`config.mk`:
```
export PLATFORM = sky130hd
export DESIGN_NAME = audio_dc_block_conditioner_core
export DESIGN_NICKNAME = d
export VERILOG_FILES = /design/src/design/adcb_pkg.sv /design/src/design/adcb_front.sv /design/src/design/adcb_filter.sv /design/src/design/adcb_shaper.sv /design/src/design/audio_dc_block_conditioner_core.sv
export SDC_FILE = /design/constraint.sdc
export NUM_CORES = 2
export LEC_CHECK = 0
export BUFFER_PORTS_ARGS = -buffer_cell sky130_fd_sc_hd__buf_2
export CAP_MARGIN = 20
export CELL_PAD_IN_SITES_DETAIL_PLACEMENT = 2
export CELL_PAD_IN_SITES_GLOBAL_PLACEMENT = 2
export CORE_MARGIN = 2
export CORE_UTILIZATION = 35
export CTS_CLUSTER_DIAMETER = 200
export DETAILED_ROUTE_END_ITERATION = 16
export PLACE_DENSITY = 0.74
export SYNTH_ARGS = -nofsm -noshare
export SYNTH_HDL_FRONTEND = slang
export SYNTH_HIERARCHICAL = 1
export SYNTH_SLANG_ARGS = --single-unit
```
`constraint.sdc`:
```
create_clock -name i_clk -period 12.34 [get_ports i_clk]
set_clock_uncertainty 0.2 [all_clocks]
set_input_delay 1.234 -clock i_clk [delete_from_list [all_inputs] [get_ports i_clk]]
set_output_delay 1.234 -clock i_clk [all_outputs]
set_load 0.005 [all_outputs]
```
`src/design/adcb_pkg.sv`:
```
package adcb_pkg;

    // hop framing
    localparam int HOP_LENGTH = 256;
    localparam int HOP_POS_W  = 12;

    // register indexes on the configuration port
    localparam logic [1:0] REG_CHANNEL_SELECT = 2'd0;
    localparam logic [1:0] REG_SHIFT_AMOUNT   = 2'd1;
    localparam logic [1:0] REG_SOURCE_MODE    = 2'd2;
    localparam logic [1:0] REG_FILTER_COEFF   = 2'd3;

    // source mode codes
    localparam logic MODE_NORMALIZE = 1'b0;
    localparam logic MODE_DIRECT    = 1'b1;

    // register reset values
    localparam logic        RST_CHANNEL_SELECT = 1'b1;
    localparam logic [4:0]  RST_SHIFT_AMOUNT   = 5'd10;
    localparam logic        RST_SOURCE_MODE    = MODE_NORMALIZE;
    localparam logic [15:0] RST_FILTER_COEFF   = 16'd65023;

    // filter state limits, Q32.16 in 48 bits
    localparam logic signed [47:0] Y_MAX = 48'sh7FFF_FFFF_FFFF;
    localparam logic signed [47:0] Y_MIN = 48'sh8000_0000_0000;

    // normalizing clamp, 131072 in Q32.16
    localparam logic signed [47:0] NORM_LIMIT     = 48'sh0002_0000_0000;
    localparam logic signed [47:0] NORM_LIMIT_NEG = 48'shFFFE_0000_0000;

    typedef struct packed {
        logic        channel_select;
        logic [4:0]  shift_amount;
        logic        source_mode;
        logic [15:0] filter_coeff;
    } t_cfg;

endpackage

```
`src/design/adcb_front.sv`:
```
module adcb_front (
    input  logic                 i_clk,
    input  logic                 i_rst_n,
    input  adcb_pkg::t_cfg       i_cfg,
    input  logic                 i_vld,
    input  logic signed [31:0]   i_left,
    input  logic signed [31:0]   i_right,
    output logic                 o_ready,
    output logic                 o_vld,
    output logic signed [31:0]   o_x,
    input  logic                 i_ready
);

    logic               r_vld;
    logic signed [31:0] r_x;
    logic signed [31:0] n_x;

    assign o_ready = !r_vld || i_ready;

    // channel pick and arithmetic shift
    always_comb begin
        n_x = (i_cfg.channel_select ? i_right : i_left) >>> i_cfg.shift_amount;
    end

    always_ff @(posedge i_clk) begin
        if (!i_rst_n) begin
            r_vld <= 1'b0;
        end else if (o_ready) begin
            r_vld <= i_vld;
        end
    end

    always_ff @(posedge i_clk) begin
        if (o_ready && i_vld) begin
            r_x <= n_x;
        end
    end

    assign o_vld = r_vld;
    assign o_x   = r_x;

endmodule

```
`src/design/adcb_filter.sv`:
```
module adcb_filter (
    input  logic                 i_clk,
    input  logic                 i_rst_n,
    input  adcb_pkg::t_cfg       i_cfg,
    input  logic                 i_vld,
    input  logic signed [31:0]   i_x,
    output logic                 o_ready,
    output logic                 o_vld,
    output logic signed [47:0]   o_y,
    input  logic                 i_ready
);

    logic               r_vld;
    logic signed [31:0] r_prev_in;
    logic signed [47:0] r_prev_out;

    logic signed [32:0] diff;
    logic signed [64:0] prod;
    logic signed [47:0] prod_sh;
    logic signed [49:0] sum;
    logic signed [47:0] n_prev_out;

    assign o_ready = !r_vld || i_ready;

    // y = (x - x_prev) * 2^16 + floor(a * y_prev / 2^16), saturated to 48 bits
    always_comb begin
        diff    = {i_x[31], i_x} - {r_prev_in[31], r_prev_in};
        prod    = $signed({1'b0, i_cfg.filter_coeff}) * r_prev_out;
        prod_sh = prod[63:16];
        sum     = {diff[32], diff, 16'b0} + {{2{prod_sh[47]}}, prod_sh};
        if (sum[49:47] == 3'b000 || sum[49:47] == 3'b111) begin
            n_prev_out = sum[47:0];
        end else if (sum[49]) begin
            n_prev_out = adcb_pkg::Y_MIN;
        end else begin
            n_prev_out = adcb_pkg::Y_MAX;
        end
    end

    // filter state doubles as the stage output register
    always_ff @(posedge i_clk) begin
        if (!i_rst_n) begin
            r_vld      <= 1'b0;
            r_prev_in  <= '0;
            r_prev_out <= '0;
        end else if (o_ready) begin
            r_vld <= i_vld;
            if (i_vld) begin
                r_prev_in  <= i_x;
                r_prev_out <= n_prev_out;
            end
        end
    end

    assign o_vld = r_vld;
    assign o_y   = r_prev_out;

endmodule

```
`src/design/adcb_shaper.sv`:
```
module adcb_shaper (
    input  logic                 i_clk,
    input  logic                 i_rst_n,
    input  adcb_pkg::t_cfg       i_cfg,
    input  logic                 i_vld,
    input  logic signed [47:0]   i_y,
    output logic                 o_ready,
    output logic                 o_vld,
    output logic signed [15:0]   o_sample,
    output logic                 o_hop_end,
    output logic [14:0]          o_hop_peak,
    input  logic                 i_ready
);

    logic                                 r_vld;
    logic signed [15:0]                   r_sample;
    logic                                 r_hop_end;
    logic [14:0]                          r_hop_peak;
    logic [14:0]                          r_peak;
    logic [adcb_pkg::HOP_POS_W-1:0]       r_hop_pos;

    logic signed [47:0] clip;
    logic signed [49:0] clip_ext;
    logic signed [49:0] scaled;
    logic signed [49:0] scaled_adj;
    logic signed [47:0] direct_adj;
    logic signed [31:0] direct_q;
    logic signed [15:0] n_sample;
    logic [16:0]        abs_s;
    logic [14:0]        mag;
    logic [14:0]        peak_new;
    logic               last;

    assign o_ready = !r_vld || i_ready;

    // normalizing path: clamp, times 32767, truncate toward zero by 2^33
    always_comb begin
        if (i_y > adcb_pkg::NORM_LIMIT) begin
            clip = adcb_pkg::NORM_LIMIT;
        end else if (i_y < adcb_pkg::NORM_LIMIT_NEG) begin
            clip = adcb_pkg::NORM_LIMIT_NEG;
        end else begin
            clip = i_y;
        end
        clip_ext   = {{15{clip[34]}}, clip[34:0]};
        scaled     = (clip_ext <<< 15) - clip_ext;
        scaled_adj = scaled + (scaled[49] ? 50'sh0_0001_FFFF_FFFF : 50'sh0);
    end

    // direct path: truncate toward zero by 2^16, clamp to int16
    always_comb begin
        direct_adj = i_y + (i_y[47] ? 48'sh0000_0000_FFFF : 48'sh0);
        direct_q   = direct_adj[47:16];
    end

    always_comb begin
        unique case (i_cfg.source_mode)
            adcb_pkg::MODE_NORMALIZE: begin
                n_sample = scaled_adj[48:33];
            end
            adcb_pkg::MODE_DIRECT: begin
                if (direct_q > 32'sd32767) begin
                    n_sample = 16'sh7FFF;
                end else if (direct_q < -32'sd32768) begin
                    n_sample = 16'sh8000;
                end else begin
                    n_sample = direct_q[15:0];
                end
            end
            default: begin
                n_sample = '0;
            end
        endcase
    end

    // magnitude and running peak, most negative sample counts as full scale
    always_comb begin
        abs_s    = n_sample[15] ? 17'(-$signed({n_sample[15], n_sample}))
                                : {1'b0, n_sample};
        mag      = (abs_s > 17'd32767) ? 15'h7FFF : abs_s[14:0];
        peak_new = (mag > r_peak) ? mag : r_peak;
        last     = r_hop_pos >= adcb_pkg::HOP_POS_W'(adcb_pkg::HOP_LENGTH - 1);
    end

    always_ff @(posedge i_clk) begin
        if (!i_rst_n) begin
            r_vld     <= 1'b0;
            r_peak    <= '0;
            r_hop_pos <= '0;
        end else if (o_ready) begin
            r_vld <= i_vld;
            if (i_vld) begin
                if (last) begin
                    r_peak    <= '0;
                    r_hop_pos <= '0;
                end else begin
                    r_peak    <= peak_new;
                    r_hop_pos <= r_hop_pos + adcb_pkg::HOP_POS_W'(1);
                end
            end
        end
    end

    // result register
    always_ff @(posedge i_clk) begin
        if (o_ready && i_vld) begin
            r_sample   <= n_sample;
            r_hop_end  <= last;
            r_hop_peak <= last ? peak_new : 15'd0;
        end
    end

    assign o_vld      = r_vld;
    assign o_sample   = r_sample;
    assign o_hop_end  = r_hop_end;
    assign o_hop_peak = r_hop_peak;

endmodule

```
`src/design/audio_dc_block_conditioner_core.sv`:
```
// audio dc-block conditioner
// input stream: one stereo frame per beat, i_s_tdata = {right_word, left_word}.
// output stream: one conditioned sample per beat; o_m_tlast marks the last
// sample of each hop of 256 samples and then o_m_tdata carries the hop peak.
// configuration through the apb port: channel select, shift amount, source
// mode and filter pole; write it only while the stream is idle.
// a frame accepted at the input passes the input register, the filter stage
// and the result register before it shows on the output.
// throughput: one frame per cycle while the receiver does not stall; the
// multiply-accumulate on the filter's previous output is combinational.
// reset (synchronous, active low) empties the pipeline, clears filter state,
// hop position and running peak, and loads the register defaults.
// when the receiver stalls the result holds in the output register, the
// inner stages fill and the input stops taking beats once all are full.
module audio_dc_block_conditioner_core (
    input  logic        i_clk,
    input  logic        i_rst_n,
    // slave stream
    input  logic        i_s_tvalid,
    output logic        o_s_tready,
    input  logic [63:0] i_s_tdata,   // [31:0] left_word, [63:32] right_word
    // master stream
    output logic        o_m_tvalid,
    input  logic        i_m_tready,
    output logic [31:0] o_m_tdata,   // [15:0] sample_out, [30:16] hop_peak, [31] zero
    output logic        o_m_tlast,   // hop_end
    // apb configuration
    input  logic        i_psel,
    input  logic        i_penable,
    input  logic        i_pwrite,
    input  logic [3:0]  i_paddr,
    input  logic [31:0] i_pwdata,
    output logic [31:0] o_prdata,
    output logic        o_pready
);

    adcb_pkg::t_cfg     r_cfg;
    logic               cfg_we;
    logic [1:0]         cfg_idx;

    logic               x_vld;
    logic               x_ready;
    logic signed [31:0] x_val;
    logic               y_vld;
    logic               y_ready;
    logic signed [47:0] y_val;
    logic signed [15:0] sample;
    logic [14:0]        hop_peak;

    // configuration registers
    assign o_pready = 1'b1;
    assign cfg_we   = i_psel && i_penable && i_pwrite && o_pready;
    assign cfg_idx  = i_paddr[3:2];

    always_ff @(posedge i_clk) begin
        if (!i_rst_n) begin
            r_cfg.channel_select <= adcb_pkg::RST_CHANNEL_SELECT;
            r_cfg.shift_amount   <= adcb_pkg::RST_SHIFT_AMOUNT;
            r_cfg.source_mode    <= adcb_pkg::RST_SOURCE_MODE;
            r_cfg.filter_coeff   <= adcb_pkg::RST_FILTER_COEFF;
        end else if (cfg_we) begin
            unique case (cfg_idx)
                adcb_pkg::REG_CHANNEL_SELECT: r_cfg.channel_select <= i_pwdata[0];
                adcb_pkg::REG_SHIFT_AMOUNT:   r_cfg.shift_amount   <= i_pwdata[4:0];
                adcb_pkg::REG_SOURCE_MODE:    r_cfg.source_mode    <= i_pwdata[0];
                adcb_pkg::REG_FILTER_COEFF:   r_cfg.filter_coeff   <= i_pwdata[15:0];
                default: begin
                end
            endcase
        end
    end

    // register readback
    always_comb begin
        unique case (cfg_idx)
            adcb_pkg::REG_CHANNEL_SELECT: o_prdata = {31'b0, r_cfg.channel_select};
            adcb_pkg::REG_SHIFT_AMOUNT:   o_prdata = {27'b0, r_cfg.shift_amount};
            adcb_pkg::REG_SOURCE_MODE:    o_prdata = {31'b0, r_cfg.source_mode};
            adcb_pkg::REG_FILTER_COEFF:   o_prdata = {16'b0, r_cfg.filter_coeff};
            default:                      o_prdata = '0;
        endcase
    end

    // input register with channel pick and shift
    adcb_front u_front (
        .i_clk   (i_clk),
        .i_rst_n (i_rst_n),
        .i_cfg   (r_cfg),
        .i_vld   (i_s_tvalid),
        .i_left  (i_s_tdata[31:0]),
        .i_right (i_s_tdata[63:32]),
        .o_ready (o_s_tready),
        .o_vld   (x_vld),
        .o_x     (x_val),
        .i_ready (x_ready)
    );

    // dc blocking recurrence
    adcb_filter u_filter (
        .i_clk   (i_clk),
        .i_rst_n (i_rst_n),
        .i_cfg   (r_cfg),
        .i_vld   (x_vld),
        .i_x     (x_val),
        .o_ready (x_ready),
        .o_vld   (y_vld),
        .o_y     (y_val),
        .i_ready (y_ready)
    );

    // int16 conversion, hop peak and result register
    adcb_shaper u_shaper (
        .i_clk      (i_clk),
        .i_rst_n    (i_rst_n),
        .i_cfg      (r_cfg),
        .i_vld      (y_vld),
        .i_y        (y_val),
        .o_ready    (y_ready),
        .o_vld      (o_m_tvalid),
        .o_sample   (sample),
        .o_hop_end  (o_m_tlast),
        .o_hop_peak (hop_peak),
        .i_ready    (i_m_tready)
    );

    assign o_m_tdata = {1'b0, hop_peak, sample};

    // checks
    a_peak_only_on_hop_end: assert property (@(posedge i_clk) disable iff (!i_rst_n)
        o_m_tvalid && !o_m_tlast |-> o_m_tdata[30:16] == 15'd0)
        else $error("hop peak nonzero outside hop end");

    a_norm_never_min: assert property (@(posedge i_clk) disable iff (!i_rst_n)
        o_m_tvalid && r_cfg.source_mode == adcb_pkg::MODE_NORMALIZE
        |-> o_m_tdata[15:0] != 16'h8000)
        else $error("normalized sample reached most negative code");

    a_reset_empties: assert property (@(posedge i_clk)
        !i_rst_n |=> !o_m_tvalid && !y_vld && !x_vld)
        else $error("pipeline not empty after reset");

endmodule
```
# Yosys cells after proc, flatten, opt, wreduce, memory -nomap -nowiden
# Cells that the tools add are included.
dict set report word_totals {
  output_inout_bits 68
  input_bits 107
  ff_bits 197
  word_cells 71
}
dict set report classes {
  muxes 16
  addsub 7
  eq_ne 4
  n_bitwise 1
  order_cmp 7
  shifts 1
  multipliers 1
  reduce_logical 19
}
# cell n
set ops {}
lappend ops {{32-bit one-hot mux with 4 select lines} 1}
lappend ops {{48-bit two-way mux} 2}
lappend ops {{35-bit two-way mux} 2}
lappend ops {{17-bit by 48-bit multiplier with 64-bit output} 1}
lappend ops {{49-bit by 48-bit adder with 50-bit output} 1}
lappend ops {{50-bit by 35-bit subtractor with 50-bit output} 1}
lappend ops {{49-bit adder} 1}
lappend ops {{48-bit by 17-bit adder with 48-bit output} 1}
lappend ops {{48-bit by 35-bit > comparator with 1-bit output (second input constant)} 1}
lappend ops {{48-bit by 34-bit < comparator with 1-bit output (second input constant)} 1}
lappend ops {{16-bit two-way mux} 3}
lappend ops {{15-bit two-way mux} 3}
lappend ops {{33-bit two-way mux} 1}
lappend ops {{32-bit by 32-bit subtractor with 33-bit output} 1}
lappend ops {{32-bit by 16-bit > comparator with 1-bit output (second input constant)} 1}
lappend ops {{32-bit by 16-bit < comparator with 1-bit output (second input constant)} 1}
lappend ops {{32-bit two-way mux} 1}
lappend ops {{16-bit one-hot mux with 2 select lines} 1}
lappend ops {{32-bit by 5-bit >>> shifter with 32-bit output} 1}
lappend ops {{17-bit by 15-bit > comparator with 1-bit output (second input constant)} 1}
lappend ops {{17-bit two-way mux} 1}
lappend ops {{16-bit negator with 17-bit output} 1}
lappend ops {{15-bit > comparator} 1}
lappend ops {{12-bit by 1-bit adder with 12-bit output (second input constant)} 1}
lappend ops {{12 further kinds} 26}

# Longest topological paths before layout
dict set report depth {
  ltp_word 14
  depth_mapped 53
  mapped_depth_nobuf 48
}

# Modules after synthesis
# Netlist, hierarchy kept.
# module cells_per_inst area_per_inst_um2 seq_area_each_um2 n_inst
set modules_own_cells {}
lappend modules_own_cells {adcb_filter 3743 31371.3 1621.6 1}
lappend modules_own_cells {adcb_shaper 1244 9218.8 1521.5 1}
lappend modules_own_cells {adcb_front 370 4058.9 980.9 1}
lappend modules_own_cells {audio_dc_block_conditioner_core 148 1270.0 460.4 1}

# Worst setup path after synthesis
# OpenSTA, ideal clock, no wires.
dict set report synth_path {
  path_type {register -> register}
  from {reg u_filter.r_prev_out[3] (netlist: u_filter/o_y[3])}
  to {reg u_shaper.r_peak[10]}
  required_time_ps 12070
  synth_period_minus_slack_ps 12066
  arrival_time_ps 11796
  setup_time_ps 70
  stages_incl_launch_ff 50
  slack_ps 274
  n_path_buf 7
  path_cell_list {dfxtp_1 > or4_4 > or4_4 > buf_6 > or3_4 > o31ai_1 > a21oi_1 > nor2_1 > clkbuf_1 > clkbuf_1 > nand2_1 > ha_1 > clkbuf_1 > a21oi_1 > o21ai_0 > a21oi_1 > o211ai_1 > o21a_1 > [... 14 more ...] > buf_4 > nor2_1 > inv_1 > ha_1 > o21a_1 > o21a_1 > o21a_1 > o21a_1 > o21ai_0 > a21oi_1 > o31a_1 > o21bai_1 > a21oi_1 > o21ai_0 > and2_0 > clkbuf_1 > nand2_1 > o21ai_1}
}
dict set report synth_via {
  elab_chain_cells 14
  elab_cells_between_ends 20
  cone_classes {4 x add/sub; 6 x order compare; 10 x mux}
}
# element line
set synth_rtl {}
lappend synth_rtl {{from (decl)} adcb_filter.sv:15} ;# logic signed [47:0] r_prev_out;
lappend synth_rtl {{from (signal assigned)} adcb_filter.sv:50} ;# r_prev_out <= n_prev_out;
lappend synth_rtl {{48-bit by 34-bit < comparator with 1-bit output} adcb_shaper.sv:40} ;# end else if (i_y < adcb_pkg::NORM_LIMIT_NEG) begin
lappend synth_rtl {{35-bit two-way mux} adcb_shaper.sv:40}
lappend synth_rtl {{35-bit two-way mux} adcb_shaper.sv:38} ;# if (i_y > adcb_pkg::NORM_LIMIT) begin
lappend synth_rtl {{50-bit by 35-bit subtractor with 50-bit output} adcb_shaper.sv:46} ;# scaled = (clip_ext <<< 15) - clip_ext;
lappend synth_rtl {{33-bit two-way mux} adcb_shaper.sv:47} ;# scaled_adj = scaled + (scaled[49] ? 50'sh0_0001_FFFF_FFFF : 50'sh0);
lappend synth_rtl {{49-bit adder} adcb_shaper.sv:47}
lappend synth_rtl {{16-bit one-hot mux with 2 select lines *} adcb_shaper.sv:57} ;# unique case (i_cfg.source_mode)
lappend synth_rtl {{named net u_shaper.n_sample[9]} adcb_shaper.sv:28} ;# logic signed [15:0] n_sample;
lappend synth_rtl {{16-bit negator with 17-bit output} adcb_shaper.sv:78} ;# abs_s = n_sample[15] ? 17'(-$signed({n_sample[15], n_sample}))
lappend synth_rtl {{17-bit two-way mux *} adcb_shaper.sv:78}
lappend synth_rtl {{17-bit by 15-bit > comparator with 1-bit output} adcb_shaper.sv:80} ;# mag = (abs_s > 17'd32767) ? 15'h7FFF : abs_s[14:0];
lappend synth_rtl {{15-bit two-way mux *} adcb_shaper.sv:80}
lappend synth_rtl {{15-bit > comparator} adcb_shaper.sv:81} ;# peak_new = (mag > r_peak) ? mag : r_peak;
lappend synth_rtl {{15-bit two-way mux *} adcb_shaper.sv:81}
lappend synth_rtl {{15-bit two-way mux *} adcb_shaper.sv:93} ;# if (last) begin
lappend synth_rtl {{to (signal assigned)} adcb_shaper.sv:97} ;# r_peak <= peak_new;
lappend synth_rtl {{to (decl)} adcb_shaper.sv:19} ;# logic [14:0] r_peak;
# Mark *: on every way through the listed nets, which the timed path passes. The rest lies on a longest branch.
# A chain may end at the register's enable or synchronous reset.

# Worst setup path in the final report
dict set report layout_path {
  from {reg u_filter.r_prev_out[9] (netlist: u_filter/o_y[9])}
  to {reg u_filter.r_prev_out[22] (netlist: u_filter/o_y[22])}
}
dict set report layout_via {
  elab_chain_cells 5
  elab_cells_between_ends 7
  cone_classes {1 x add/sub; 1 x mul; 1 x eq/ne; 2 x mux; 2 x reduce/logical}
}
# element line
set layout_rtl {}
lappend layout_rtl {{17-bit by 48-bit multiplier with 64-bit output *} adcb_filter.sv:28} ;# prod = $signed({1'b0, i_cfg.filter_coeff}) * r_prev_out;
lappend layout_rtl {{49-bit by 48-bit adder with 50-bit output *} adcb_filter.sv:30} ;# sum = {diff[32], diff, 16'b0} + {{2{prod_sh[47]}}, prod_sh};
lappend layout_rtl {{3-bit equality test / 3-bit zero test (equally long branches)} adcb_filter.sv:31} ;# if (sum[49:47] == 3'b000 || sum[49:47] == 3'b111) begin
lappend layout_rtl {{1-bit logical OR} adcb_filter.sv:31}
lappend layout_rtl {{48-bit two-way mux *} adcb_filter.sv:31}
# Every way passes the cells marked *; elsewhere a longest branch is shown, timed or not.

==> reports/results.ini <==
[place]
dpl-instance-area_um2=48920
port_buffers=138
hpwl_um=140400
gp_congestion=0.9038

[cts]
cts.sinks=197
clk_path_buf_depth=2
hold_buffers=0
cts_tree=yes
clock_latency_ps=510
cts_made_buffers=17
cts-resized-gates=0
cts_root_buffer=clkbuf_16
clk_pin_slew_ps=100
post_cts.repair.setup_buffers=0
htree_num_levels=4

[hold_path]
worstHoldPathType=register to register
hold_depth=2

[drt]
drtIter0Drc=2108
wirelength_um=174100
post_drt_wl_per_cell_um=23.85
via_per_inst=5.441
drt_pass1_iterations=5
route.detailed.drc=0
via_count=39721
ant_nets=0

[global_routing]
grt_pass1_vias=45729
grt_pass1_wl_um=273000
grt_usage_pct=26.15
antenna_found_initial=6
grt_max_degree=74
gr-total-overflow=0

[floorplan]
die-area_um2=134100
dieHeight_um=366.2
fp.dieW_um=366.2
start_util_pct=35.37
core_um2=129800
fp-row-count=132
io_pins=175

[synth]
seq_area_frac_synth_pct=9.984
async_flop_share_pct=0
synth-seq-cells=197
syn_area_per_cell_um2=8.341
ys_warn_count=6
yosys.area.top_type_share_pct=30.87
synth_flop_cell=dfxtp_1
yosysUniqueCellTypes=118
ys_top_cells_by_area=fa_1, ha_1, inv_1, nand2_1, dfxtp_1
synth_area_um2=45920
yosysTopAreaCell=fa_1
syn_inst=5505
synth_common_cells=inv_1, nand2_1, fa_1, ha_1, and2_1
synth_edf_count=64
synth.most_common_cell=inv_1

[sta]
fin_crit_sh_pct=94.85
report.final.slew_viol_count=0
maxSlewHeadroom_pct=25.64
hold_viol_final=0
tightest_slew_ps=1114
fmax_mhz=85.44
whs_ps=270.4
setup_viol=0
min_period_ps=11700

[worst_setup_path]
critPathLaunchType=register
crit_path_top_delay_cell=dfxtp_1
critPathRequiredTime_ps=12510
cpMostUsedCell=fa_1
crit_path_max_incr_delay_ps=950
worstSetupEndpointType=register
worst_r2r_path_depth=33
cp.arrival_ps=11880
critPathKind=register to register
critPathMaxFanout=27

[layout]
num-fill-cells=14906
regArea_um2=4611
multiInputGateArea_um2=36440
drive_above_1_share_pct=9.055
fin_area_um2=49580
fin_util_pct=38.19
areaGrowthSynthToFinish_pct=7.965
fin_nets=6665

[flow_run]
drv_cap=0

[run_status]
outcome=finished clean

-- cells in the final DEF, fill, tap and decap left out, drive strengths merged, types with 19 or more instances in the layout --
cell	n
a31oi	27
edfxtp	64
mux2	23
xnor2	114
a211oi	27
mux2i	70
o21a	38
nor4	26
xor2	76
nand2b	25
buf	297
clkbuf	19
nand2	859
a21o	75
and3	45
nor2	173
o211ai	32
fa	708
o21ai	202
o21bai	19
nand3	65
o31ai	20
and2	289
mux4	49
ha	308
a21boi	46
inv	1005
dfxtp	133
nor2b	37
a21oi	274
nand4	55
o311ai	19
nor3	61
-- worst max-delay path, delay by kind of cell, from the launching register on --
family          cells  cell delay, ps
fa+ha+maj           8            3980
compound gates     10            3280
simple gates        9            2000
flops               1             950
buf+inv             5             700
xor+xnor            1             400
-- cells by family after synthesis --
kind of cell	Yosys count	synth area share [%]
flip-flops	197	9.984
multiplexers	142	4.559
other	2	0.01635
buffers and inverters	1294	11.03
AND/OR/NAND/NOR	1726	18.07
AO/OA/AOI/OAI	938	13.38
XOR/XNOR	190	3.698
adder cells (fa/ha/maj)	1016	39.26
-- sequential cells by signal, indices dropped and copies added (netlist names) --
name,count
r_cfg,23
u_filter/o_vld,1
u_filter/o_y,48
u_filter/r_prev_in,32
u_front/o_vld,1
u_front/o_x,32
u_shaper/o_hop_end,1
u_shaper/o_hop_peak,15
u_shaper/o_sample,16
u_shaper/o_vld,1
u_shaper/r_hop_pos,12
u_shaper/r_peak,15
-- metrics by stage --
step	setup slack, ps	TNS (ps)	cells
2_1_floorplan	274.1	0	5521
3_3_place_gp	604.1	0	7265
3_5_place_dp	245.9	0	7265
4_1_cts	172.1	0	7297
5_1_grt	-38.64	-48.76	7297
6_report	636.0	0	7300
-- per-layer routing --
metal	GRT usage, %	share of wire (%)	vias to the layer above
li1	-	-	17778
met1	33.32	43	21004
met2	47.10	51	731
met3	2.007	3.1	208
met4	7.653	3.0	0
met5	0	0	-
-- layout make-up --
class / count / area share [%]
antenna: 3 / 0.01514
timing repair buffer: 297 / 4.066
multi-input combinational: 4030 / 73.51
sequential: 197 / 9.300
clock buffer: 19 / 0.9161
clock inverter: 13 / 0.2322
tap: 1742 / 4.396
inverter: 999 / 7.564
-- path summary, 6_finish.rpt --
path | startpoint | to | slack, ps
worst max-delay path | u_filter/o_y[9] | u_filter/o_y[22] | 640
worst min-delay path | u_filter/r_prev_in[2] | u_filter/r_prev_in[2] | 270
worst max register to register | u_filter/o_y[9] | u_filter/o_y[22] | 640
worst min register to register | u_filter/r_prev_in[2] | u_filter/r_prev_in[2] | 270
Power is left out: the tool's default activity adds up to more than one toggle a clock period on the data nets, which glitch-free logic cannot reach.
